$ cat src/rtl/core/bf3_pkg.sv
// ----------------------------------------------------------------------------
// bf3_pkg: shared types and constants of the 3x3 box filter
// Field widths, register indexes, opcodes and the divide-by-nine helper.
// ----------------------------------------------------------------------------
package bf3_pkg;

  localparam int MAX_WIDTH_DEF = 1024;

  localparam int PIXEL_W   = 8;
  localparam int IMG_W_W   = 11;
  localparam int IMG_H_W   = 16;
  localparam int CFG_W     = 16;
  localparam int CFG_IDX_W = 1;
  localparam int COL_W     = 10;  // sum of three pixels
  localparam int SUM_W     = 12;  // sum of nine pixels

  localparam logic [CFG_IDX_W-1:0] REG_IMAGE_WIDTH  = 1'd0;
  localparam logic [CFG_IDX_W-1:0] REG_IMAGE_HEIGHT = 1'd1;

  localparam logic OP_PIXEL = 1'b0;
  localparam logic OP_FLUSH = 1'b1;

  localparam logic [IMG_W_W-1:0] RESET_WIDTH  = 11'd1024;
  localparam logic [IMG_H_W-1:0] RESET_HEIGHT = 16'd768;

  // floor(s / 9) == (s * 1821) >> 14 for every s below 2304
  localparam int DIV9_MUL_W = 11;
  localparam logic [DIV9_MUL_W-1:0] DIV9_MUL = 11'd1821;
  localparam int DIV9_SHIFT = 14;

  localparam int OUT_DEPTH = 4;
  localparam int OUT_PTR_W = 2;
  localparam int OUT_CNT_W = 3;

  typedef struct packed {
    logic valid;
    logic is_flush;
    logic row0;
    logic col_last;
    logic x_first;
    logic x_last;
  } s1_ctl_t;

  typedef struct packed {
    logic [PIXEL_W-1:0] mean_pixel;
    logic               run_last;
    logic               frame_end;
  } res_t;

  function automatic logic [PIXEL_W-1:0] div9(input logic [SUM_W-1:0] s);
    logic [SUM_W+DIV9_MUL_W-1:0] prod;
    prod = SUM_W'(s) * DIV9_MUL;
    return prod[DIV9_SHIFT +: PIXEL_W];
  endfunction

endpackage

$ cat src/rtl/core/bf3_out_fifo.sv
// ----------------------------------------------------------------------------
// bf3_out_fifo: result queue
// Takes up to two results per cycle, hands out one item per cycle when popped.
// ----------------------------------------------------------------------------
module bf3_out_fifo (
  input  logic                          clk,
  input  logic                          rst_n,
  input  bf3_pkg::res_t                 push_a,
  input  bf3_pkg::res_t                 push_b,
  input  logic [1:0]                    n_push,
  input  logic                          pop,
  output bf3_pkg::res_t                 head,
  output logic                          not_empty,
  output logic [bf3_pkg::OUT_CNT_W-1:0] count
);

  bf3_pkg::res_t                 slot_r [bf3_pkg::OUT_DEPTH];
  logic [bf3_pkg::OUT_PTR_W-1:0] wr_ptr_r, wr_ptr_nxt;
  logic [bf3_pkg::OUT_PTR_W-1:0] rd_ptr_r, rd_ptr_nxt;
  logic [bf3_pkg::OUT_CNT_W-1:0] count_r, count_nxt;
  logic [bf3_pkg::OUT_PTR_W-1:0] wr_ptr_p1;

  assign wr_ptr_p1  = wr_ptr_r + bf3_pkg::OUT_PTR_W'(1);
  assign wr_ptr_nxt = wr_ptr_r + bf3_pkg::OUT_PTR_W'(n_push);
  assign rd_ptr_nxt = rd_ptr_r + bf3_pkg::OUT_PTR_W'(pop);
  assign count_nxt  = count_r + bf3_pkg::OUT_CNT_W'(n_push) - bf3_pkg::OUT_CNT_W'(pop);

  always_ff @(posedge clk) begin
    if (!rst_n) begin
      wr_ptr_r <= '0;
      rd_ptr_r <= '0;
      count_r  <= '0;
    end else begin
      wr_ptr_r <= wr_ptr_nxt;
      rd_ptr_r <= rd_ptr_nxt;
      count_r  <= count_nxt;
    end
  end

  always_ff @(posedge clk) begin
    if (n_push != 2'd0) begin
      slot_r[wr_ptr_r] <= push_a;
    end
    if (n_push == 2'd2) begin
      slot_r[wr_ptr_p1] <= push_b;
    end
  end

  assign head      = slot_r[rd_ptr_r];
  assign not_empty = (count_r != '0);
  assign count     = count_r;

endmodule

$ cat config.mk
export PLATFORM = sky130hd
export DESIGN_NAME = bf3_out_fifo
export DESIGN_NICKNAME = d
export VERILOG_FILES = /design/src/rtl/core/bf3_pkg.sv /design/src/rtl/core/bf3_out_fifo.sv
export SDC_FILE = /design/constraint.sdc
export NUM_CORES = 1
export LEC_CHECK = 0
export BUFFER_PORTS_ARGS = -buffer_cell sky130_fd_sc_hd__buf_4
export CAP_MARGIN = 40
export CORE_MARGIN = 2
export CORE_UTILIZATION = 57
export CTS_BUF_LIST = sky130_fd_sc_hd__clkbuf_8
export CTS_CLUSTER_SIZE = 28
export DETAILED_ROUTE_END_ITERATION = 7
export PLACE_DENSITY = 0.8
export SYNTH_ARGS = -nofsm -noshare
export SYNTH_HDL_FRONTEND = slang
export SYNTH_SLANG_ARGS = --single-unit
export TNS_END_PERCENT = 5
$ cat constraint.sdc
create_clock -name clk -period 5.4 [get_ports clk]
set_input_delay 0.54 -clock clk [delete_from_list [all_inputs] [get_ports clk]]
set_output_delay 0.54 -clock clk [all_outputs]
set_load 0.1 [all_outputs]
* Word-level counts from Yosys, hierarchy flattened
Memory sizes are Yosys's and may differ from the RTL's. A register that Yosys moved wholly into a read port is not among the register bits.
Index checks and enable logic that the tools add are counted.
** Operators by class
- Add/subtract/negate cells :: 5
- Equal/unequal tests :: 1
- Multiplexer cells :: 5
- Reduce and logical (&&, ||, !) cells :: 2
** Operator list (count)
- $mux W1 :: 4
- $add A3 B2 Y3 :: 1
- $reduce_bool A3 Y1 :: 1
- $sub A3 B1 Y3 :: 1
- $add A2 B1 Y2 :: 1
- $add A2 B1 Y2 const B :: 1
- $add A2 B2 Y2 :: 1
- $eq A2 B2 Y1 const B :: 1
- $mux W2 :: 1
- $reduce_bool A2 Y1 :: 1
** Storage, ports and cells
- Register bits after elaboration :: 7
- Memory bits (writable) :: 40
- Memories kept :: 1
** Memory list
- slot_r :: words 4, bits a word 10, read ports 1, clocked after memory_dff 1, wr ports 2, line bf3_out_fifo.sv:17 : bf3_pkg::res_t slot_r [bf3_pkg::OUT_DEPTH];

* Depth between registers and ports, before layout
- Word-level depth :: 3
- Mapped depth :: 8

* Worst setup path after synthesis
OpenSTA, ideal clock, no wires.
- Path type :: reg2reg
- Start point :: reg count_r (netlist bit count[0])
- End point :: reg count_r (netlist bit count[2])
- Library setup time :: 0.115 ns
- Arrival time :: 2.212 ns
- Slack :: 3.073 ns
- Stages on the path, launching flop included :: 9
- Buffers on the path :: 0
- Cell sequence :: dfxtp_1 > inv_1 > ha_1 > inv_1 > ha_1 > inv_1 > fa_1 > xnor3_1 > and2_1
** On the way
- Longest elaborated chain between the ends :: 2
** Ends and longest elaborated chain
- start: declaration :: line bf3_out_fifo.sv:20 : logic [bf3_pkg::OUT_CNT_W-1:0] count_r, count_nxt;
- start signal: assignment :: line bf3_out_fifo.sv:36 : count_r <= count_nxt;
- $add A3 B2 Y3 :: line bf3_out_fifo.sv:26 : assign count_nxt = count_r + bf3_pkg::OUT_CNT_W'(n_push) - bf3_pkg::OUT_CNT_W'(pop);
- $sub A3 B1 Y3 :: line bf3_out_fifo.sv:26
Every way passes these cells.
A chain may end at the register's enable or synchronous reset.

==> flow_metrics.py <==
metrics = {
    "power": {
        "p_leak_nw": 1.193,
        "p_clk_share_pct": 19.3,
        "p_int_uw": 664.1,
        "p_per_area_nw_per_um2": 362.1,
        "p_switching_uw": 405.2,
        "seqPwrFrac_pct": 43.8,
        "p_sw_share_pct": 37.89,
        "p_comb_share_pct": 37.0,
        "max-vdd-ir-drop_uv": 165.0,
    },
    "synth": {
        "synth_top_family_by_area": "multiplexers",
        "syn_area_per_cell_um2": 18.21,
        "synth_area_um2": 2514,
        "ys.flop_type": "edfxtp_1",
        "syn_nets": 169,
        "synthSimpleGateAreaFrac_pct": 5.127,
        "synthArstFlopShare_pct": 0,
        "muxShareOfSynthArea_pct": 31.46,
        "synth-compound-area-share_pct": 0.9955,
        "ys_warn_count": 0,
        "synth-xor-area-share_pct": 2.140,
        "ys_ff_latch": 47,
        "syn_inst": 138,
        "ys_seq_area_share_pct": 53.36,
        "ys_types": 27,
        "synthAdderAreaFrac_pct": 3.285,
        "synth-edff-count": 40,
    },
    "place": {
        "place.gp.congestion": 0.7191,
        "place.port_buffers": 38,
        "dpl.hpwl_um": 3268,
        "pre_cts_ws_ns": 3.070,
    },
    "sta": {
        "min_period_over_period_pct": 46.60,
        "hold_viol": 0,
        "final-setup-viol-count": 0,
        "rsz0062_at_grt": "false",
        "timing.setup.tns_ns": 0,
        "fin_crit_ns": 2.516,
        "final_critical_path_setup_slack_ns": 2.884,
        "finalMaxSlewViolations": 0,
        "fin_worst_skew_ns": 0.003400,
        "slew_headroom_pct": 43.93,
        "tightest_slew_ns": 0.8389,
        "max_freq_mhz": 397.4,
    },
    "clock_tree": {
        "clock_path_buffers": 2,
        "path_clk_slew_ns": 0.08,
        "cts_tree": "built",
        "cts_made_buffers": 5,
        "htree_levels": 2,
        "cts_resized": 0,
        "cts_root_buffer": "clkbuf_8",
        "clk_latency_ns": 0.30,
        "clkSinkCount": 47,
        "ctsHoldBuffers": 0,
        "post-cts-setup-buffers": 0,
    },
    "worst_setup_path": {
        "worstPathMaxFanout": 11,
        "crit_arrival_ns": 1.98,
        "cp.required_ns": 4.86,
        "criticalPathCategory": "flop to primary output",
        "startpoint_type": "flop",
        "end_kind": "primary output",
    },
    "route": {
        "met3_length_um": 250,
        "first_pass_iters": 4,
        "top_layer": "met4",
        "drt-initial-drc-count": 128,
        "ant_nets": 0,
        "wl_met2_um": 2204,
        "wirelength_um": 4498,
        "met1Wirelength_um": 1952,
        "wl_per_cell_um": 19.14,
        "vias_per_cell": 5.702,
        "num_vias": 1340,
        "post-route-drc-count": 0,
    },
    "layout": {
        "fin_nets": 213,
        "num_antenna_cells": 0,
        "drive_gt1_share_pct": 51.91,
        "mostFrequentLayoutCells": "41 x buf_4, 40 x edfxtp_1, 28 x mux2_4, 10 x mux2_1, 10 x mux4_2",
        "mostFrequentLayoutCell": "buf_4",
        "syn_to_final_growth_pct": 17.47,
    },
    "floorplan": {
        "die_y_um": 70.41,
        "pin_count": 39,
        "die_width_um": 70.41,
        "core-area_um2": 4294,
        "die-area_um2": 4957,
        "start_util_pct": 58.54,
        "num_rows": 24,
    },
    "min_path": {
        "hp-class": "input pin to flop",
    },
    "grt": {
        "grt_pass1_vias": 1463,
        "gr-total-overflow": 0,
        "grt_pass1_wl_um": 7534,
        "grt_usage_pct": 20.59,
        "grt_max_degree": 15,
        "antenna_found_initial": 0,
    },
    "flow_run": {
        "drv_cap": 0,
    },
    "status": {
        "status": "finished, final reports clean",
    },
}
[layer usage]
layer / vias up / track usage [%]
met3: 7 / 5.195
li1: 624 / -
met5: - / 0
met4: 0 / 10.04
met1: 671 / 27.45
met2: 38 / 31.55
[synth_stat cells (2+ instances only)]
cell type   n  area [um2]
edfxtp_1   40        1201
mux4_2     10       225.2
mux2_1     10       112.6
mux2_2      2       22.52
inv_1       5       18.77
buf_6       5       56.30
mux2_4     28       420.4
xnor3_1     2       45.04
and2_1      5       31.28
nor2b_1     3       18.77
ha_1        5       62.56
dfxtp_1     7       140.1
nor2_1      2       7.510
[area by class of cell]
class / instances / area, um2
Sequential cell: 47 / 1341
Fill cell: 266 / 1341
Multi-Input combinational cell: 78 / 1090
Timing Repair Buffer: 45 / 352.8
Clock buffer: 5 / 68.82
Tap cell: 52 / 65.06
Inverter: 5 / 18.77
Clock inverter: 3 / 16.27
[flip-flops by register name, summed over array words and instances (netlist names)]
signal	cells
slot_r	40
rd_ptr_r	2
wr_ptr_r	2
count	3
[kinds of logic (layout without fill, tap and decap cells)]
family / count (synthesis) / after routing
AO/OA/AOI/OAI: 3 / 3
XOR/XNOR: 3 / 3
adder cells (fa/ha/maj): 6 / 6
buffers and inverters: 13 / 58
flip-flops: 47 / 47
multiplexers: 51 / 51
AND/OR/NAND/NOR: 15 / 15
[worst paths after layout]
| check | startpoint | end | slack [ns] | cells past startpoint |
|---|---|---|---|---|
| max | rd_ptr_r[0]$_SDFF_PN0_ | head[9] | 2.88 | 2 |
| min | rst_n | rd_ptr_r[1]$_SDFF_PN0_ | 0.49 | 2 |
| max reg2reg | wr_ptr_r[1]$_SDFF_PN0_ | slot_r[1][0]$_DFFE_PP_ | 3.30 | 3 |
| min reg2reg | count[2]$_SDFF_PN0_ | count[2]$_SDFF_PN0_ | 0.73 | 2 |
[through the flow]
stage	hold slack (ns)	utilization [%]	cells	instance area [um2]	power [mW]
after global routing	0.4935	68.76	235	2953	1.115
after floorplan	0.5396	-	138	2514	0.7838
after detailed placement	0.7144	66.78	227	2868	0.8742
after global placement	0.6697	65.56	222	2815	0.8612
after CTS	0.4820	68.76	235	2953	1.078
final	0.4910	68.76	235	2953	1.069
[power by group through the flow]
stage | Sequential [mW] | Clock, mW | Combinational, mW
4_1_cts | 0.469 | 0.211 | 0.398
3_5_place_dp | 0.477 | 0 | 0.397
2_1_floorplan | 0.510 | 0 | 0.274
5_1_grt | 0.473 | 0.228 | 0.414
6_report | 0.468 | 0.206 | 0.395
3_3_place_gp | 0.474 | 0 | 0.387
[worst max-delay path, stage by stage (launching register included)]
cell and delay (ns):
dfxtp_1 0.81, mux4_2 0.61, buf_4 0.25
Note: power is estimated with default switching activity, not from simulation.
