**config.mk**
```make
export PLATFORM = sky130hd
export DESIGN_NAME = bf3_ctrl
export DESIGN_NICKNAME = d
export VERILOG_FILES = /design/src/rtl/core/bf3_pkg.sv /design/src/rtl/core/bf3_ctrl.sv
export SDC_FILE = /design/constraint.sdc
export NUM_CORES = 1
export LEC_CHECK = 0
export ABC_AREA = 1
export ABC_CLOCK_PERIOD_IN_PS = 6500
export BUFFER_PORTS_ARGS = -buffer_cell sky130_fd_sc_hd__buf_2
export CAP_MARGIN = 10
export CORE_ASPECT_RATIO = 1.75
export CORE_MARGIN = 2
export CORE_UTILIZATION = 30
export CTS_CLUSTER_DIAMETER = 80
export DETAILED_ROUTE_END_ITERATION = 10
export MAX_ROUTING_LAYER = met4
export PLACE_DENSITY = 0.58
export SYNTH_ARGS = -nofsm -noshare
export SYNTH_HDL_FRONTEND = slang
export SYNTH_SLANG_ARGS = --single-unit
```
**constraint.sdc**
```tcl
create_clock -name clk -period 6.5 [get_ports clk]
set_input_delay 0.65 -clock clk [delete_from_list [all_inputs] [get_ports clk]]
set_output_delay 0.65 -clock clk [all_outputs]
set_load 0.02 [all_outputs]
```
**src/rtl/core/bf3_pkg.sv**
```systemverilog
// ----------------------------------------------------------------------------
// bf3_pkg: shared types and constants of the 3x3 box filter
// Field widths, register indexes, opcodes and the divide-by-nine helper.
// ----------------------------------------------------------------------------
package bf3_pkg;

  localparam int MAX_WIDTH_DEF = 1024;

  localparam int PIXEL_W   = 8;
  localparam int IMG_W_W   = 11;
  localparam int IMG_H_W   = 16;
  localparam int CFG_W     = 16;
  localparam int CFG_IDX_W = 1;
  localparam int COL_W     = 10;  // sum of three pixels
  localparam int SUM_W     = 12;  // sum of nine pixels

  localparam logic [CFG_IDX_W-1:0] REG_IMAGE_WIDTH  = 1'd0;
  localparam logic [CFG_IDX_W-1:0] REG_IMAGE_HEIGHT = 1'd1;

  localparam logic OP_PIXEL = 1'b0;
  localparam logic OP_FLUSH = 1'b1;

  localparam logic [IMG_W_W-1:0] RESET_WIDTH  = 11'd1024;
  localparam logic [IMG_H_W-1:0] RESET_HEIGHT = 16'd768;

  // floor(s / 9) == (s * 1821) >> 14 for every s below 2304
  localparam int DIV9_MUL_W = 11;
  localparam logic [DIV9_MUL_W-1:0] DIV9_MUL = 11'd1821;
  localparam int DIV9_SHIFT = 14;

  localparam int OUT_DEPTH = 4;
  localparam int OUT_PTR_W = 2;
  localparam int OUT_CNT_W = 3;

  typedef struct packed {
    logic valid;
    logic is_flush;
    logic row0;
    logic col_last;
    logic x_first;
    logic x_last;
  } s1_ctl_t;

  typedef struct packed {
    logic [PIXEL_W-1:0] mean_pixel;
    logic               run_last;
    logic               frame_end;
  } res_t;

  function automatic logic [PIXEL_W-1:0] div9(input logic [SUM_W-1:0] s);
    logic [SUM_W+DIV9_MUL_W-1:0] prod;
    prod = SUM_W'(s) * DIV9_MUL;
    return prod[DIV9_SHIFT +: PIXEL_W];
  endfunction

endpackage

```
**src/rtl/core/bf3_ctrl.sv**
```systemverilog
// ----------------------------------------------------------------------------
// bf3_ctrl: configuration, position counters and item decode
// Clamps the counters, issues line store reads and loads the work stage.
// ----------------------------------------------------------------------------
module bf3_ctrl #(
  parameter int MAX_WIDTH = bf3_pkg::MAX_WIDTH_DEF,
  localparam int AW = $clog2(MAX_WIDTH)
) (
  input  logic                          clk,
  input  logic                          rst_n,
  input  logic                          cfg_we,
  input  logic [bf3_pkg::CFG_IDX_W-1:0] cfg_index,
  input  logic [bf3_pkg::CFG_W-1:0]     cfg_wdata,
  input  logic                          in_fire,
  input  logic                          in_op,
  input  logic [bf3_pkg::PIXEL_W-1:0]   in_px,
  output logic [AW-1:0]                 rd_a_addr,
  output logic [AW-1:0]                 rd_b_addr,
  output bf3_pkg::s1_ctl_t              s1_ctl,
  output logic [AW-1:0]                 s1_addr,
  output logic [AW-1:0]                 s1_baddr,
  output logic [bf3_pkg::PIXEL_W-1:0]   s1_px
);

  localparam int UW = (bf3_pkg::IMG_W_W > AW + 1) ? bf3_pkg::IMG_W_W : AW + 1;

  logic [bf3_pkg::IMG_W_W-1:0] image_width_r;
  logic [bf3_pkg::IMG_H_W-1:0] image_height_r;
  logic [AW-1:0]               column_count_r, column_count_nxt;
  logic [bf3_pkg::IMG_H_W-1:0] row_count_r, row_count_nxt;
  logic [AW-1:0]               flush_count_r, flush_count_nxt;
  bf3_pkg::s1_ctl_t            s1_ctl_r, s1_ctl_nxt;
  logic [AW-1:0]               s1_addr_r;
  logic [AW-1:0]               s1_baddr_r;
  logic [bf3_pkg::PIXEL_W-1:0] s1_px_r;

  logic [UW-1:0]               w_ext;
  logic [UW-1:0]               w_used;
  logic [UW-1:0]               wm1_full;
  logic [AW-1:0]               wm1;
  logic [bf3_pkg::IMG_H_W-1:0] h_used;
  logic                        frame_full;
  logic [AW-1:0]               col;
  logic [AW-1:0]               fx;
  logic                        col_last;
  logic                        x_last;
  logic                        x_first;
  logic                        pix_go;
  logic                        flush_go;

  always_comb begin
    w_ext = UW'(image_width_r);
    if (w_ext == '0) begin
      w_used = UW'(1);
    end else if (w_ext > UW'(MAX_WIDTH)) begin
      w_used = UW'(MAX_WIDTH);
    end else begin
      w_used = w_ext;
    end
    wm1_full = w_used - UW'(1);
    wm1      = wm1_full[AW-1:0];
  end

  assign h_used     = (image_height_r == '0) ? bf3_pkg::IMG_H_W'(1) : image_height_r;
  assign frame_full = (row_count_r >= h_used);
  assign col        = (column_count_r > wm1) ? wm1 : column_count_r;
  assign fx         = (flush_count_r > wm1) ? wm1 : flush_count_r;
  assign col_last   = (col == wm1);
  assign x_last     = (fx == wm1);
  assign x_first    = (fx == '0);
  assign pix_go     = in_fire && (in_op == bf3_pkg::OP_PIXEL) && !frame_full;
  assign flush_go   = in_fire && (in_op == bf3_pkg::OP_FLUSH) && frame_full;

  always_comb begin
    if (in_op == bf3_pkg::OP_FLUSH) begin
      rd_a_addr = fx;
      if (!x_last) begin
        rd_b_addr = fx + AW'(1);
      end else if (x_first) begin
        rd_b_addr = fx;
      end else begin
        rd_b_addr = fx - AW'(1);
      end
    end else begin
      rd_a_addr = col;
      rd_b_addr = col;
    end
  end

  always_comb begin
    column_count_nxt = column_count_r;
    row_count_nxt    = row_count_r;
    flush_count_nxt  = flush_count_r;
    if (pix_go) begin
      if (col_last) begin
        column_count_nxt = '0;
        row_count_nxt    = row_count_r + bf3_pkg::IMG_H_W'(1);
      end else begin
        column_count_nxt = col + AW'(1);
      end
    end else if (flush_go) begin
      if (x_last) begin
        flush_count_nxt  = '0;
        row_count_nxt    = '0;
        column_count_nxt = '0;
      end else begin
        flush_count_nxt = fx + AW'(1);
      end
    end
  end

  always_comb begin
    s1_ctl_nxt.valid    = pix_go || flush_go;
    s1_ctl_nxt.is_flush = flush_go;
    s1_ctl_nxt.row0     = (row_count_r == '0);
    s1_ctl_nxt.col_last = col_last;
    s1_ctl_nxt.x_first  = x_first;
    s1_ctl_nxt.x_last   = x_last;
  end

  always_ff @(posedge clk) begin
    if (!rst_n) begin
      image_width_r  <= bf3_pkg::RESET_WIDTH;
      image_height_r <= bf3_pkg::RESET_HEIGHT;
      column_count_r <= '0;
      row_count_r    <= '0;
      flush_count_r  <= '0;
      s1_ctl_r       <= '0;
    end else begin
      if (cfg_we) begin
        case (cfg_index)
          bf3_pkg::REG_IMAGE_WIDTH:  image_width_r  <= cfg_wdata[bf3_pkg::IMG_W_W-1:0];
          bf3_pkg::REG_IMAGE_HEIGHT: image_height_r <= cfg_wdata[bf3_pkg::IMG_H_W-1:0];
          default: ;
        endcase
      end
      column_count_r <= column_count_nxt;
      row_count_r    <= row_count_nxt;
      flush_count_r  <= flush_count_nxt;
      s1_ctl_r       <= s1_ctl_nxt;
    end
  end

  always_ff @(posedge clk) begin
    s1_addr_r  <= (in_op == bf3_pkg::OP_FLUSH) ? fx : col;
    s1_baddr_r <= rd_b_addr;
    s1_px_r    <= in_px;
  end

  assign s1_ctl   = s1_ctl_r;
  assign s1_addr  = s1_addr_r;
  assign s1_baddr = s1_baddr_r;
  assign s1_px    = s1_px_r;

endmodule

```
Word-level counts from Yosys, hierarchy flattened
Cells that the tools add are included.
{"block": "classes", "n_mul": 0, "n_reduce_logical": 17, "bitwise_logic": 3, "shift": 0, "n_div": 0, "n_eq_ne": 3, "n_addsub": 5, "mux": 18, "n_lt_le_gt_ge": 4}
{"operator": "two-way mux 10 bit", "count": 13}
{"operator": "two-way mux 16 bit", "count": 5}
{"operator": "zero test 16 bit", "count": 2}
{"operator": "adder 10 x 1 -> 10 bit (second input constant)", "count": 2}
{"operator": "equality test 10 bit", "count": 2}
{"operator": "> comparator 10 bit", "count": 2}
{"operator": "subtractor 10 x 1 -> 10 bit (second input constant)", "count": 2}
{"operator": "adder 16 x 1 -> 16 bit (second input constant)", "count": 1}
{"operator": ">= comparator 16 bit", "count": 1}
{"operator": "> comparator 11 bit (second input constant)", "count": 1}
{"operator": "zero test 11 bit", "count": 1}
{"operator": "zero test 10 bit", "count": 1}
{"operator": "AND reduction 2 bit", "count": 4}
{"operator": "logical AND 1 bit", "count": 4}
{"operator": "nonzero test 2 bit", "count": 2}
{"operator": "inverter 1 bit", "count": 3}
{"operator": "AND reduction 3 bit", "count": 1}
{"operator": "inequality test 2 bit (second input constant)", "count": 1}
{"operator": "zero test 1 bit", "count": 1}
{"operator": "logical OR 1 bit", "count": 1}
{"block": "totals", "memories": 0, "reg_bits": 97, "inputBits": 30, "romBits": 0, "latchBits": 0, "ramBits": 0}

Logic depth before layout (Yosys ltp)
{"block": "logic_depth", "ltp_word": 10, "mapped_depth": 39, "ltp_nobuf": 37}

Least setup slack after synthesis
OpenSTA, ideal clock, no wires.
{"block": "synth_path", "path_type": "register to output", "startpoint": "reg image_width_r[3] (netlist bit)", "endpoint": "out rd_b_addr[8]", "slack_ns": 1.773, "path_buffers": 1, "t_arrival_ns": 4.077, "stages_incl_launch_ff": 39, "required_ns": 5.850, "cell_sequence": "dfxtp_1 nor2_1 nand2_1 nor2_2 nand3_1 inv_1 a21oi_2 ha_1 nand2_1 inv_2 nand2_1 nand2_1 inv_1 ha_1 nand2_1 inv_1 nand3_1 o221ai_1 [3 not listed] nand2_1 nand2_4 nand2_4 buf_6 nand2_1 nand2_1 inv_2 ha_1 inv_1 nor2_1 inv_1 nor2_2 nand2_1 nand2_1 nand3_1 nand2_1 nand2_1 nand2_1"}
{"block": "synth_between", "elab_chain_len": 10, "elab_cells_between_ends": 16, "cone_classes": "add/sub (3); order compare (3); eq/ne (1); mux (7); reduce/logical (2)"}
{"item": "start, declared", "line": "bf3_ctrl.sv:27", "source": "logic [bf3_pkg::IMG_W_W-1:0] image_width_r;"}
{"item": "start signal, assigned", "line": "bf3_ctrl.sv:123", "source": "image_width_r <= bf3_pkg::RESET_WIDTH;"}
{"item": "start signal, assigned", "line": "bf3_ctrl.sv:132", "source": "bf3_pkg::REG_IMAGE_WIDTH: image_width_r <= cfg_wdata[bf3_pkg::IMG_W_W-1:0];"}
{"item": "> comparator 11 bit", "line": "bf3_ctrl.sv:55", "source": "end else if (w_ext > UW'(MAX_WIDTH)) begin"}
{"item": "two-way mux 10 bit", "line": "bf3_ctrl.sv:55"}
{"item": "two-way mux 10 bit *", "line": "bf3_ctrl.sv:53", "source": "if (w_ext == '0) begin"}
{"item": "subtractor 10 x 1 -> 10 bit *", "line": "bf3_ctrl.sv:60", "source": "wm1_full = w_used - UW'(1);"}
{"item": "> comparator 10 bit", "line": "bf3_ctrl.sv:67", "source": "assign fx = (flush_count_r > wm1) ? wm1 : flush_count_r;"}
{"item": "two-way mux 10 bit", "line": "bf3_ctrl.sv:67"}
{"item": "subtractor 10 x 1 -> 10 bit / zero test 10 bit (equally long branches)", "line": "bf3_ctrl.sv:82, bf3_ctrl.sv:70"}
{"item": "two-way mux 10 bit", "line": "bf3_ctrl.sv:79", "source": "end else if (x_first) begin"}
{"item": "two-way mux 10 bit", "line": "bf3_ctrl.sv:77", "source": "if (!x_last) begin"}
{"item": "two-way mux 10 bit *", "line": "bf3_ctrl.sv:75", "source": "if (in_op == bf3_pkg::OP_FLUSH) begin"}
{"item": "end, declared", "line": "bf3_ctrl.sv:18", "source": "output logic [AW-1:0] rd_b_addr,"}
Every way passes the cells marked *; elsewhere a longest branch is shown, timed or not.

Worst setup path in the final report
{"block": "layout_path", "startpoint": "reg image_width_r[4] (netlist bit)", "endpoint": "out rd_b_addr[5]"}
The elaborated chain is that of the path after synthesis.

==> flow_metrics.env <==
export IMPL_seq_area_um2=1940
export IMPL_start_kind="flip-flop"
export IMPL_grtUsageTotal_pct=18.6
export IMPL_synth_top_family_by_area="simple AND/OR/NAND/NOR gates"
export IMPL_start_util_pct=30.7
export IMPL_n_fill_cell=2287
export IMPL_rows=70
export IMPL_cts_max_path_buffers=2
export IMPL_endpoint="rd_b_addr[5]"
export IMPL_yosysWarningCount=0
export IMPL_yosys_area_top_type_share_pct=30.3
export IMPL_gp_routability_congestion=1.04
export IMPL_finalInstanceArea_um2=7320
export IMPL_fin_nets=1049
export IMPL_fin_crit_ns=6.06
export IMPL_cts_buffers_inserted=9
export IMPL_maxCapViolCount=0
export IMPL_port_buffers=83
export IMPL_synthAdderAreaFrac_pct=7.02
export IMPL_dieArea_um2=22600
export IMPL_antenna_found_initial=0
export IMPL_synthSimpleGateAreaFrac_pct=35.5
export IMPL_fmax_mhz=165
export IMPL_cp_slowest_stage_delay_ns=0.48
export IMPL_syn_cell_area_um2=6420
export IMPL_area_growth_syn_to_layout_pct=14.1
export IMPL_grt_pass1_wl_um=31200
export IMPL_min_path_type="in2reg"
export IMPL_startpoint="image_width_r[4]"
export IMPL_reg2reg_slack_ns=1.56
export IMPL_synthDistinctLibCells=52
export IMPL_ant_nets=0
export IMPL_slew_viol_final=0
export IMPL_fp_coreArea_um2=20900
export IMPL_htreeDepth=3
export IMPL_drt_wl_total_um=19700
export IMPL_drc_errors=0
export IMPL_relSlewSlack_pct=48.8
export IMPL_crit_path_max_fanout=22
export IMPL_netlist_top_cells_area="dfxtp_1 (30%), nand2_1 (12%), ha_1 (7.0%)"
export IMPL_fp_dieH_um=197
export IMPL_via_per_inst=4.99
export IMPL_async_reset_ff_share_pct=0
export IMPL_overflow=0
export IMPL_status="finished clean"
export IMPL_drive_gt1_share_pct=22.0
export IMPL_post_route_period_util_pct=93.2
export IMPL_p_leak_nw=3.50
export IMPL_multi_input_area_um2=3910
export IMPL_rsz0062_at_grt="false"
export IMPL_synth_edff_count=0
export IMPL_grt_pass1_vias=6109
export IMPL_yosysMostFrequentCell="nand2_1"
export IMPL_syn_nets=980
export IMPL_r2r_start="image_width_r[4]"
export IMPL_drtIter0Drc=255
export IMPL_cts_root_buf="clkbuf_16"
export IMPL_ys_top_cells_by_count="nand2_1 (206), dfxtp_1 (97), nand3_1 (84), inv_1 (82), nor2_1 (76)"
export IMPL_synth_seq_cells=97
export IMPL_synth_main_ff_cell="dfxtp_1"
export IMPL_n_antenna_cell=0
export IMPL_slowest_stage="dfxtp_1"
export IMPL_cts_tree="done"
export IMPL_grt_max_degree=41
export IMPL_cts_sinks=97
export IMPL_critPathKind="reg2out"
export IMPL_vdd_ir_drop_max_mv=0.101
export IMPL_cpMostUsedCell="nand2_1"
export IMPL_tightest_slew_ns=0.766
export IMPL_clkLatencyLatePin_ns=0.37
export IMPL_synth_largest_area_cell="dfxtp_1"
export IMPL_path_clk_slew_ns=0.07
export IMPL_ff2ff_path_depth=34
export IMPL_num_vias=6191
export IMPL_synthXorXnorAreaFrac_pct=3.06
export IMPL_die_w_um=115
export IMPL_finalHoldViolations=0
export IMPL_end_kind="output pin"
export IMPL_drt_first_pass_iters=5
export IMPL_r2r_end="s1_baddr[5]"
export IMPL_hpwl_um=15600
export IMPL_fin_worst_skew_ns=0.0104
export IMPL_synth_compound_area_share_pct=15.2
export IMPL_synthCells=914
export IMPL_ys_seq_area_share_pct=30.3
export IMPL_setup_violations=0
export IMPL_worstPathArrival_ns=5.41
export IMPL_crit_required_ns=5.85
export IMPL_power_density_nw_per_um2=199
export IMPL_tns_ns=0
export IMPL_synthMuxAreaShare_pct=0
export IMPL_wire_per_inst_um=15.9
export IMPL_io_pins=84
export IMPL_postPlaceCellArea_um2=6970
export IMPL_avgSynthCellArea_um2=7.02
==> logic make-up (layout without fill, tap and decap cells) <==
family,after synthesis,count (layout)
AO/OA/AOI/OAI,161,161
XOR/XNOR,20,20
AND/OR/NAND/NOR,472,472
adder cells (fa/ha/maj),36,36
buffers and inverters,128,202
flip-flops,97,97
==> flip-flops by register name, indices dropped and copies added, names as in the netlist <==
signal          cells
image_width_r      11
column_count_r     10
row_count_r        16
flush_count_r      10
s1_baddr           10
s1_addr            10
s1_px               8
image_height_r     16
s1_ctl              6
==> stage by stage <==
| step | setup slack, ns | power (mW) | cells | hold WS [ns] | util [%] |
|---|---|---|---|---|---|
| floorplan | 1.77 | 0.790 | 914 | 0.444 | - |
| global placement | 0.870 | 0.848 | 1224 | 0.455 | 33.3 |
| detailed placement | 0.771 | 0.849 | 1224 | 0.460 | 33.3 |
| CTS | 0.364 | 1.48 | 1240 | 0.362 | 34.9 |
| global route | 0.0308 | 1.53 | 1240 | 0.370 | 35.0 |
| finish | 0.442 | 1.46 | 1240 | 0.383 | 35.0 |
==> routing by layer <==
layer  routed length [µm]  vias to the layer above  track usage, %
met3                  738                       76            3.16
met5                    0                        -               -
met1                 7090                     2778            17.2
li1                     -                     3151               -
met2                10700                      186            34.4
met4                 1220                        0            11.7
==> power breakdown <==
group	internal (mW)	switching, mW	total [mW]
Sequential	0.611	0.0117	0.622
Clock	0.378	0.244	0.623
Combinational	0.0648	0.148	0.213
Total	1.05	0.404	1.46
==> critical path, delay by kind of cell (launching register included) <==
family / cells / cell delay, ns
and+or+nand+nor: 23 / 2.46
buffers and inverters: 6 / 0.97
AOI/OAI and AO/OA: 4 / 0.59
adders and majority gates: 2 / 0.52
DFF: 1 / 0.48
==> final cells by class <==
cell class,instances,area share (%)
Sequential cell,97,26.5
Multi-Input combinational cell,689,53.4
Timing Repair Buffer,86,5.98
Clock buffer,10,3.13
Clock inverter,6,1.54
Tap cell,252,4.31
Inverter,100,5.13
==> cell usage in the layout, fill, tap and decap left out, drive strengths merged <==
master,Yosys,routed
nor4,7,7
o21a,1,1
o41ai,3,3
xnor2,4,4
o211ai,4,4
xor2,15,15
o21bai,1,1
clkinv,1,2
a21oi,69,69
nand3,97,97
clkbuf,16,10
or2,3,3
bufinv,0,3
nand4,12,12
a41o,1,1
a221oi,1,1
nor2,90,90
nor3b,1,1
nand2,247,247
dfxtp,97,97
nand3b,4,4
xnor3,1,1
buf,12,86
ha,36,36
o21ai,74,74
a21o,1,1
a211oi,2,2
o22ai,2,2
nor3,10,10
and3,1,1
inv,99,101
o221ai,2,2
==> how the worst min path moves through the flow <==
stage	to	depth (start not counted)	slack (ns)	startpoint
3_3_place_gp	column_count_r[7]	2	0.45	column_count_r[7]
3_5_place_dp	column_count_r[8]	2	0.46	column_count_r[8]
2_1_floorplan	column_count_r[7]	2	0.44	column_count_r[7]
4_1_cts	s1_px[1]	1	0.36	in_px[1]
6_report	s1_px[1]	1	0.38	in_px[1]
5_1_grt	s1_px[0]	1	0.37	in_px[0]
==> timing repair <==
item / CTS / global route
resized for setup: 0 / 1
endpoints found under the setup margin: 0 / 4
hold buffers: 0 / 0
setup buffers: 0 / 0
Power figures use the tool's default switching activity.
