`config.mk`:
```
export PLATFORM = sky130hd
export DESIGN_NAME = bf3_datapath
export DESIGN_NICKNAME = d
export VERILOG_FILES = /design/src/rtl/core/bf3_pkg.sv /design/src/rtl/core/bf3_datapath.sv
export SDC_FILE = /design/constraint.sdc
export NUM_CORES = 1
export LEC_CHECK = 0
export BUFFER_PORTS_ARGS = -buffer_cell sky130_fd_sc_hd__buf_2
export CAP_MARGIN = 30
export CORE_AREA = 2 2 175 177
export DETAILED_ROUTE_END_ITERATION = 10
export DIE_AREA = 0 0 177 179
export PLACE_DENSITY_LB_ADDON = 0.12
export SLEW_MARGIN = 15
export SYNTH_ARGS = -nofsm -noshare
export SYNTH_HDL_FRONTEND = slang
export SYNTH_SLANG_ARGS = --single-unit
```
`constraint.sdc`:
```
create_clock -name clk -period 13.1 [get_ports clk]
set_input_delay 0.655 -clock clk [delete_from_list [all_inputs] [get_ports clk]]
set_output_delay 0.655 -clock clk [all_outputs]
set_load 0.02 [all_outputs]
```
`src/rtl/core/bf3_pkg.sv`:
```
// ----------------------------------------------------------------------------
// bf3_pkg: shared types and constants of the 3x3 box filter
// Field widths, register indexes, opcodes and the divide-by-nine helper.
// ----------------------------------------------------------------------------
package bf3_pkg;

  localparam int MAX_WIDTH_DEF = 1024;

  localparam int PIXEL_W   = 8;
  localparam int IMG_W_W   = 11;
  localparam int IMG_H_W   = 16;
  localparam int CFG_W     = 16;
  localparam int CFG_IDX_W = 1;
  localparam int COL_W     = 10;  // sum of three pixels
  localparam int SUM_W     = 12;  // sum of nine pixels

  localparam logic [CFG_IDX_W-1:0] REG_IMAGE_WIDTH  = 1'd0;
  localparam logic [CFG_IDX_W-1:0] REG_IMAGE_HEIGHT = 1'd1;

  localparam logic OP_PIXEL = 1'b0;
  localparam logic OP_FLUSH = 1'b1;

  localparam logic [IMG_W_W-1:0] RESET_WIDTH  = 11'd1024;
  localparam logic [IMG_H_W-1:0] RESET_HEIGHT = 16'd768;

  // floor(s / 9) == (s * 1821) >> 14 for every s below 2304
  localparam int DIV9_MUL_W = 11;
  localparam logic [DIV9_MUL_W-1:0] DIV9_MUL = 11'd1821;
  localparam int DIV9_SHIFT = 14;

  localparam int OUT_DEPTH = 4;
  localparam int OUT_PTR_W = 2;
  localparam int OUT_CNT_W = 3;

  typedef struct packed {
    logic valid;
    logic is_flush;
    logic row0;
    logic col_last;
    logic x_first;
    logic x_last;
  } s1_ctl_t;

  typedef struct packed {
    logic [PIXEL_W-1:0] mean_pixel;
    logic               run_last;
    logic               frame_end;
  } res_t;

  function automatic logic [PIXEL_W-1:0] div9(input logic [SUM_W-1:0] s);
    logic [SUM_W+DIV9_MUL_W-1:0] prod;
    prod = SUM_W'(s) * DIV9_MUL;
    return prod[DIV9_SHIFT +: PIXEL_W];
  endfunction

endpackage

```
`src/rtl/core/bf3_datapath.sv`:
```
// ----------------------------------------------------------------------------
// bf3_datapath: window update, line store write-back and result math
// Forwards the last write, keeps three column sums and a flush column cache.
// ----------------------------------------------------------------------------
module bf3_datapath #(
  parameter int MAX_WIDTH = bf3_pkg::MAX_WIDTH_DEF,
  localparam int AW = $clog2(MAX_WIDTH)
) (
  input  logic                        clk,
  input  logic                        rst_n,
  input  bf3_pkg::s1_ctl_t            s1_ctl,
  input  logic [AW-1:0]               s1_addr,
  input  logic [AW-1:0]               s1_baddr,
  input  logic [bf3_pkg::PIXEL_W-1:0] s1_px,
  input  logic [bf3_pkg::PIXEL_W-1:0] ua_q,
  input  logic [bf3_pkg::PIXEL_W-1:0] ub_q,
  input  logic [bf3_pkg::PIXEL_W-1:0] ma_q,
  input  logic [bf3_pkg::PIXEL_W-1:0] mb_q,
  output logic                        mem_we,
  output logic [AW-1:0]               mem_waddr,
  output logic [bf3_pkg::PIXEL_W-1:0] up_wdata,
  output logic [bf3_pkg::PIXEL_W-1:0] mid_wdata,
  output bf3_pkg::res_t               res_a,
  output bf3_pkg::res_t               res_b,
  output logic [1:0]                  n_push
);

  localparam int CW = bf3_pkg::COL_W;
  localparam int SW = bf3_pkg::SUM_W;

  logic                        fwd_we_r;
  logic [AW-1:0]               fwd_addr_r;
  logic [bf3_pkg::PIXEL_W-1:0] fwd_u_r;
  logic [bf3_pkg::PIXEL_W-1:0] fwd_m_r;
  logic [AW-1:0]               cache_addr_r, cache_addr_nxt;
  logic [CW-1:0]               cache_v_r, cache_v_nxt;
  logic [CW-1:0]               cs0_r, cs1_r, cs2_r;
  logic [CW-1:0]               cs0_nxt, cs1_nxt, cs2_nxt;

  logic [bf3_pkg::PIXEL_W-1:0] ua_eff, ma_eff, ub_eff, mb_eff;
  logic [CW-1:0]               new_col;
  logic [CW-1:0]               va, vb;
  logic                        pix_live;
  logic                        has_left;
  logic [SW-1:0]               sum_a, sum_b, sum_f;
  bf3_pkg::res_t               pix_a, pix_b, fl_res;

  always_comb begin
    if (fwd_we_r && (fwd_addr_r == s1_addr)) begin
      ua_eff = fwd_u_r;
      ma_eff = fwd_m_r;
    end else begin
      ua_eff = ua_q;
      ma_eff = ma_q;
    end
    if (fwd_we_r && (fwd_addr_r == s1_baddr)) begin
      ub_eff = fwd_u_r;
      mb_eff = fwd_m_r;
    end else begin
      ub_eff = ub_q;
      mb_eff = mb_q;
    end
  end

  assign mem_we    = s1_ctl.valid && !s1_ctl.is_flush;
  assign mem_waddr = s1_addr;
  assign up_wdata  = s1_ctl.row0 ? s1_px : ma_eff;
  assign mid_wdata = s1_px;

  assign pix_live = mem_we && !s1_ctl.row0;
  assign has_left = (s1_addr != '0);

  assign new_col = CW'(ua_eff) + CW'(ma_eff) + CW'(s1_px);
  assign va      = CW'(ua_eff) + (CW'(ma_eff) << 1);
  assign vb      = CW'(ub_eff) + (CW'(mb_eff) << 1);

  always_comb begin
    cs0_nxt = cs0_r;
    cs1_nxt = cs1_r;
    cs2_nxt = cs2_r;
    if (pix_live) begin
      if (has_left) begin
        cs0_nxt = cs1_r;
        cs1_nxt = cs2_r;
      end else begin
        cs0_nxt = new_col;
        cs1_nxt = new_col;
      end
      cs2_nxt = new_col;
    end
  end

  assign sum_a = SW'(cs0_nxt) + SW'(cs1_nxt) + SW'(cs2_nxt);
  assign sum_b = SW'(cs1_nxt) + (SW'(cs2_nxt) << 1);

  always_comb begin
    if (s1_ctl.x_first) begin
      sum_f = (SW'(va) << 1) + SW'(vb);
    end else if (s1_ctl.x_last) begin
      sum_f = SW'(vb) + (SW'(va) << 1);
    end else begin
      sum_f = SW'(cache_v_r) + SW'(va) + SW'(vb);
    end
  end

  always_comb begin
    pix_a.mean_pixel  = bf3_pkg::div9(sum_a);
    pix_a.run_last    = !s1_ctl.col_last;
    pix_a.frame_end   = 1'b0;
    pix_b.mean_pixel  = bf3_pkg::div9(sum_b);
    pix_b.run_last    = 1'b1;
    pix_b.frame_end   = 1'b0;
    fl_res.mean_pixel = bf3_pkg::div9(sum_f);
    fl_res.run_last   = 1'b1;
    fl_res.frame_end  = s1_ctl.x_last;
  end

  always_comb begin
    res_b = pix_b;
    if (s1_ctl.is_flush) begin
      res_a = fl_res;
    end else if (has_left) begin
      res_a = pix_a;
    end else begin
      res_a = pix_b;
    end
    if (s1_ctl.valid && s1_ctl.is_flush) begin
      n_push = 2'd1;
    end else if (pix_live) begin
      n_push = 2'(has_left) + 2'(s1_ctl.col_last);
    end else begin
      n_push = 2'd0;
    end
  end

  // keep the cached column weight coherent with line store writes
  always_comb begin
    cache_addr_nxt = cache_addr_r;
    cache_v_nxt    = cache_v_r;
    if (s1_ctl.valid && s1_ctl.is_flush) begin
      cache_addr_nxt = s1_addr;
      cache_v_nxt    = va;
    end else if (mem_we && (s1_addr == cache_addr_r)) begin
      cache_v_nxt = CW'(up_wdata) + (CW'(mid_wdata) << 1);
    end
  end

  always_ff @(posedge clk) begin
    if (!rst_n) begin
      fwd_we_r <= 1'b0;
      cs0_r    <= '0;
      cs1_r    <= '0;
      cs2_r    <= '0;
    end else begin
      fwd_we_r <= mem_we;
      cs0_r    <= cs0_nxt;
      cs1_r    <= cs1_nxt;
      cs2_r    <= cs2_nxt;
    end
  end

  always_ff @(posedge clk) begin
    fwd_addr_r   <= mem_waddr;
    fwd_u_r      <= up_wdata;
    fwd_m_r      <= mid_wdata;
    cache_addr_r <= cache_addr_nxt;
    cache_v_r    <= cache_v_nxt;
  end

endmodule

```
# Word level (Yosys, flattened, before mapping)
# Cells that the tools add are included.
[classes]
addsub = 12
mul = 3
eq_ne = 3
n_mux = 18
reduce_logical = 11
[ops]
columns = ["cell", "n"]
rows = [
  ["$mux 10", 9],
  ["$mul 12x11->22 const B", 3],
  ["$mux 8", 5],
  ["$add 8x9->10", 3],
  ["$eq 10x10->1", 3],
  ["$add 10x11->12", 2],
  ["$add 11x10->12", 2],
  ["$mux 12", 2],
  ["$add 10x10->11", 2],
  ["$add 9x8->10", 1],
  ["$reduce_bool 10->1", 1],
  ["$add 8x8->9", 1],
  ["$logic_and 1x1->1", 6],
  ["$mux 2", 2],
  ["$logic_not 1->1", 3],
  ["$add 1x1->2", 1],
  ["$reduce_bool 2->1", 1],
]
[word_totals]
reg_bits = 77
in_bits = 68
out_inout_bits = 49
word_cells = 56

# Depth between registers and ports, before layout
[logic_depth]
ltp_word = 12
depth_mapped = 45
mapped_depth_nobuf = 45

# Least setup slack after synthesis
# No wires, ideal clock.
[synth_timing]
path_kind = "input -> output"
from = "in s1_addr[9]"
to = "out res_a[9] (netlist name)"
arrival_time_ns = 10.901
required_time_ns = 12.445
path_slack_ns = 1.544
path_stages = 43
path_buffers = 1
cell_sequence = "xnor2_1 nand4_1 nor3_1 clkbuf_1 mux2_2 fa_1 ha_1 inv_1 fa_1 nor2_1 a21oi_1 o21ai_0 inv_1 fa_1 inv_1 fa_1 a21oi_1 nor2_1 [7 not listed] ha_1 inv_1 fa_1 inv_1 fa_1 inv_1 fa_1 inv_1 ha_1 nand2_1 o21ai_0 o311a_1 a21o_1 o311a_1 o31ai_1 a21oi_1 nor3b_1 a2bb2oi_1"
[synth_lines]
columns = ["item", "line_no", "rtl"]
rows = [
  ["start: declaration", "bf3_datapath.sv:12", "input logic [AW-1:0] s1_addr,"],
  ["end: declaration", "bf3_datapath.sv:23", "output bf3_pkg::res_t res_a,"],
]

==> impl_table.tex <==
\begin{tabular}{lr}
\hline
Metric & Value \\
\hline
\multicolumn{2}{l}{\textbf{Outcome}} \\
Run status & complete, no violations \\
\multicolumn{2}{l}{\textbf{Routing}} \\
Antenna-violating nets left & 0 \\
Vias after detailed routing & between 9000 and 10000 \\
Vias/cell & 4.94 \\
Post-Route WL & slightly above 30000 µm \\
Drt drc & 0 \\
Average wire per standard cell & 15.4 µm \\
First-pass detailed-route iteration total & 5 \\
DRT iter0 DRCs & $\sim$360 \\
\multicolumn{2}{l}{\textbf{Placed design}} \\
Dpl hpwl & between 20000 and 30000 µm \\
Area post-placement & approximately 14000 µm² \\
Count of buffers from port buffering & roughly 110 \\
\# placed instances & just under 2000 \\
Routability Congestion & $\sim$0.85 \\
\multicolumn{2}{l}{\textbf{Critical path}} \\
Cell occurring most often along the worst timing path & sky130\_fd\_sc\_hd\_\_fa\_1 \\
Critical-path top delay cell & sky130\_fd\_sc\_hd\_\_fa\_1 \\
Setup crit end kind & output port \\
CP startpoint kind & input port \\
Endpoint required time on the critical path & about 12 ns \\
CP Max Fanout & 9 \\
Arrival time of the worst setup path & $\sim$11 ns \\
Classification of the worst setup path & in2out \\
Largest stage delay on the critical path & about 0.55 ns \\
\multicolumn{2}{l}{\textbf{Timing}} \\
Max-slew violation count & 0 \\
Unrepaired setup endpoints after global routing & false \\
Count of endpoints failing hold in the final timing report & 0 \\
Final critical-path share of the clock period & between 90 and 100\% \\
Clock period minus final worst setup slack & about 12 ns \\
Achievable Freq & between 0.08 and 0.09 GHz \\
Total of endpoints with negative setup slack in the final report & 0 \\
Sum of negative setup slack & 0 ns \\
Final worst clock skew & 0.0106 ns \\
Tightest Pin Transition & $\sim$0.89 ns \\
Max-slew headroom & $\sim$40\% \\
\multicolumn{2}{l}{\textbf{Clock network}} \\
Skew-Pair Late Insertion Delay & between 0.3 and 0.4 ns \\
Total CTS buffers & 9 \\
Number of levels in the clock H-tree & 3 \\
Clock Sinks & just under 80 \\
Clock input transition at the sequential cells of the worst setup and hold paths & about 0.070 ns \\
TritonCTS clock tree & yes \\
Buffer type at the clock tree root & sky130\_fd\_sc\_hd\_\_clkbuf\_16 \\
Worst-case clock buffer depth & 2 \\
\multicolumn{2}{l}{\textbf{Yosys}} \\
Share of flip-flops with an asynchronous set or reset after synthesis & 0\% \\
Mapped Cells & about 1500 \\
Yosys warning total & 0 \\
Number of unique standard cell types used by synthesis & 64 \\
Sequential fraction of the synthesis area & between 10\% and 20\% \\
Share of the synthesized area in the top cell type & between 20\% and 30\% \\
Area of the mapped netlist & 13300 µm² \\
Mean post-synth cell area & approximately 9 µm² \\
Post-synth EDFFs & 20 \\
Post-synthesis net count & roughly 1900 \\
Cell type with the highest aggregate area in the netlist & sky130\_fd\_sc\_hd\_\_ha\_1 \\
Prevailing post-synth register cell & sky130\_fd\_sc\_hd\_\_dfxtp\_1 \\
Top post-synthesis cells by area & sky130\_fd\_sc\_hd\_\_ha\_1 (25\%), sky130\_fd\_sc\_hd\_\_fa\_1 (18\%), sky130\_fd\_sc\_hd\_\_inv\_1 (9.4\%), sky130\_fd\_sc\_hd\_\_dfxtp\_1 (8.6\%), sky130\_fd\_sc\_hd\_\_xnor2\_1 (6.3\%) \\
Flops \& latches, synth & 77 \\
\multicolumn{2}{l}{\textbf{Finish}} \\
Final std cell area, no fill & roughly 14000 µm² \\
Final std cells w/o fill & 1986 \\
Number of antenna cells inserted & 0 \\
Total number of nets in the final design & between 2000 and 2500 \\
Layout Area Growth over Synthesis & 8.90\% \\
Post-layout util & 48.3\% \\
Fraction of final layout cells with drive strength greater than 1 & roughly 11\% \\
\multicolumn{2}{l}{\textbf{Floorplanning}} \\
Die extent in y & between 150 and 200 µm \\
Row count & 64 \\
Horizontal extent of the die & $\sim$180 µm \\
Area of the core region & approximately 30000 µm² \\
Number of ports placed on the die boundary & 117 \\
Initial Util & roughly 44\% \\
Full die area & 31700 µm² \\
\multicolumn{2}{l}{\textbf{Global route}} \\
Number of global-route vias before repair & 9983 \\
Global router's overall resource usage & $\sim$20\% \\
Antenna violations before repair & 1 \\
Pin count of the biggest net entering global routing & 46 \\
Aggregate global routing overflow & 0 \\
Wire length of the first global-routing pass & between 40000 and 50000 µm \\
\multicolumn{2}{l}{\textbf{Worst hold path}} \\
Type of the most critical hold path & in2reg \\
\multicolumn{2}{l}{\textbf{Job}} \\
Max\_cap viols & 0 \\
\hline
\end{tabular}
==> layout make-up <==
cell class                 count  area, µm²
fill                        2941      15500
multi-input combinational   1039      10100
sequential                    77       1740
inverter                     338       1270
timing repair buffer         120        616
tap                          396        495
clock buffer                   9        225
clock inverter                 7       71.3
==> worst paths after layout <==
check,depth (start not counted),start,endpoint,slack [ns]
worst max-delay path,44,s1_addr[2],res_a[9],1.06
worst min-delay path,1,s1_px[4],fwd_m_r[4]$_DFF_P_,0.45
worst max register to register,17,fwd_addr_r[6]$_DFF_P_,cs1_r[7]$_SDFF_PN0_,8.58
worst min register to register,2,cs0_r[2]$_SDFF_PN0_,cs0_r[2]$_SDFF_PN0_,0.53
==> flip-flops by register name (all words and copies together), names as in the netlist <==
name / flops
cache_addr_r: 10
cache_v_r: 10
cs0_r: 10
cs1_r: 10
cs2_r: 10
fwd_addr_r: 10
fwd_m_r: 8
fwd_u_r: 8
fwd_we_r: 1
==> layer usage <==
| layer | global-route usage, % | wire length (µm) | up-vias |
|---|---|---|---|
| li1 | - | - | 5048 |
| met4 | 3.27 | 393 | 0 |
| met2 | 36.0 | 15500 | 134 |
| met3 | 1.93 | 875 | 19 |
| met5 | 0 | 0 | - |
| met1 | 26.2 | 13800 | 4605 |
==> worst max-delay path: cells and delay by family <==
kind	cells	cell delay [ns]
AO/OA/AOI/OAI	14	2.66
multiplexers	1	0.44
adder cells (fa/ha/maj)	11	4.92
AND/OR/NAND/NOR	7	1.38
XOR/XNOR	2	0.48
buffers and inverters	9	0.82
==> cells in the final DEF (no fill, tap or decap), types with 4 or more instances in the layout <==
| cell | synthesis | final |
|---|---|---|
| sky130_fd_sc_hd__a21oi_1 | 95 | 95 |
| sky130_fd_sc_hd__ha_1 | 262 | 262 |
| sky130_fd_sc_hd__o21bai_1 | 24 | 24 |
| sky130_fd_sc_hd__nand3_1 | 11 | 11 |
| sky130_fd_sc_hd__and3_1 | 4 | 4 |
| sky130_fd_sc_hd__dfxtp_1 | 57 | 57 |
| sky130_fd_sc_hd__nand2_1 | 59 | 59 |
| sky130_fd_sc_hd__nor3_1 | 18 | 16 |
| sky130_fd_sc_hd__nor2_1 | 55 | 55 |
| sky130_fd_sc_hd__xnor2_1 | 95 | 95 |
| sky130_fd_sc_hd__nor4_1 | 4 | 4 |
| sky130_fd_sc_hd__and2_1 | 29 | 29 |
| sky130_fd_sc_hd__o31ai_1 | 6 | 6 |
| sky130_fd_sc_hd__buf_2 | 0 | 114 |
| sky130_fd_sc_hd__nand2b_1 | 4 | 4 |
| sky130_fd_sc_hd__inv_1 | 335 | 335 |
| sky130_fd_sc_hd__a21o_1 | 27 | 27 |
| sky130_fd_sc_hd__xor2_1 | 29 | 29 |
| sky130_fd_sc_hd__mux2_2 | 32 | 32 |
| sky130_fd_sc_hd__edfxtp_1 | 20 | 20 |
| sky130_fd_sc_hd__clkbuf_16 | 0 | 9 |
| sky130_fd_sc_hd__inv_6 | 0 | 5 |
| sky130_fd_sc_hd__a211oi_1 | 7 | 7 |
| sky130_fd_sc_hd__buf_4 | 20 | 6 |
| sky130_fd_sc_hd__a31oi_1 | 6 | 6 |
| sky130_fd_sc_hd__nand4_1 | 11 | 11 |
| sky130_fd_sc_hd__nor2b_1 | 16 | 16 |
| sky130_fd_sc_hd__mux2i_1 | 14 | 14 |
| sky130_fd_sc_hd__o21ai_0 | 45 | 45 |
| sky130_fd_sc_hd__o21a_1 | 14 | 14 |
| sky130_fd_sc_hd__fa_1 | 121 | 121 |
==> synthesized netlist by cell type (18+ instances only) <==
library cell,n
sky130_fd_sc_hd__inv_1,335
sky130_fd_sc_hd__ha_1,262
sky130_fd_sc_hd__a21oi_1,95
sky130_fd_sc_hd__xor2_1,29
sky130_fd_sc_hd__clkbuf_1,21
sky130_fd_sc_hd__and2_1,29
sky130_fd_sc_hd__fa_1,121
sky130_fd_sc_hd__xnor2_1,95
sky130_fd_sc_hd__o21bai_1,24
sky130_fd_sc_hd__nor2_1,55
sky130_fd_sc_hd__o21ai_0,45
sky130_fd_sc_hd__dfxtp_1,57
sky130_fd_sc_hd__nand2_1,59
sky130_fd_sc_hd__mux2_2,32
sky130_fd_sc_hd__edfxtp_1,20
sky130_fd_sc_hd__a21o_1,27
sky130_fd_sc_hd__buf_4,20
sky130_fd_sc_hd__nor3_1,18
==> metrics by stage <==
stage | worst slack, ns | hold WS (ns)
finish | 1.06 | 0.455
global route | 0.178 | 0.455
CTS | 0.817 | 0.450
detailed placement | 0.874 | 0.523
global placement | 1.04 | 0.511
floorplan | 1.54 | 0.483
==> what timing repair did <==
item	CTS	global route
endpoints found under the setup margin	0	1
setup buffers	0	0
hold buffers	0	0
resized for setup	0	1
==> cells by family after synthesis <==
logic type      Yosys count  synth area share (%)
fa+ha+maj               385                  43.0
buf+inv                 381                  11.4
compound gates          256                  12.2
simple gates            226                  8.44
xor+xnor                124                  8.16
flops                    77                  13.1
mux                      46                  3.76
other cells               2                0.0564
Power is not shown: default switching activity piles up to over one toggle a cycle in this logic, so the estimate is an artifact.
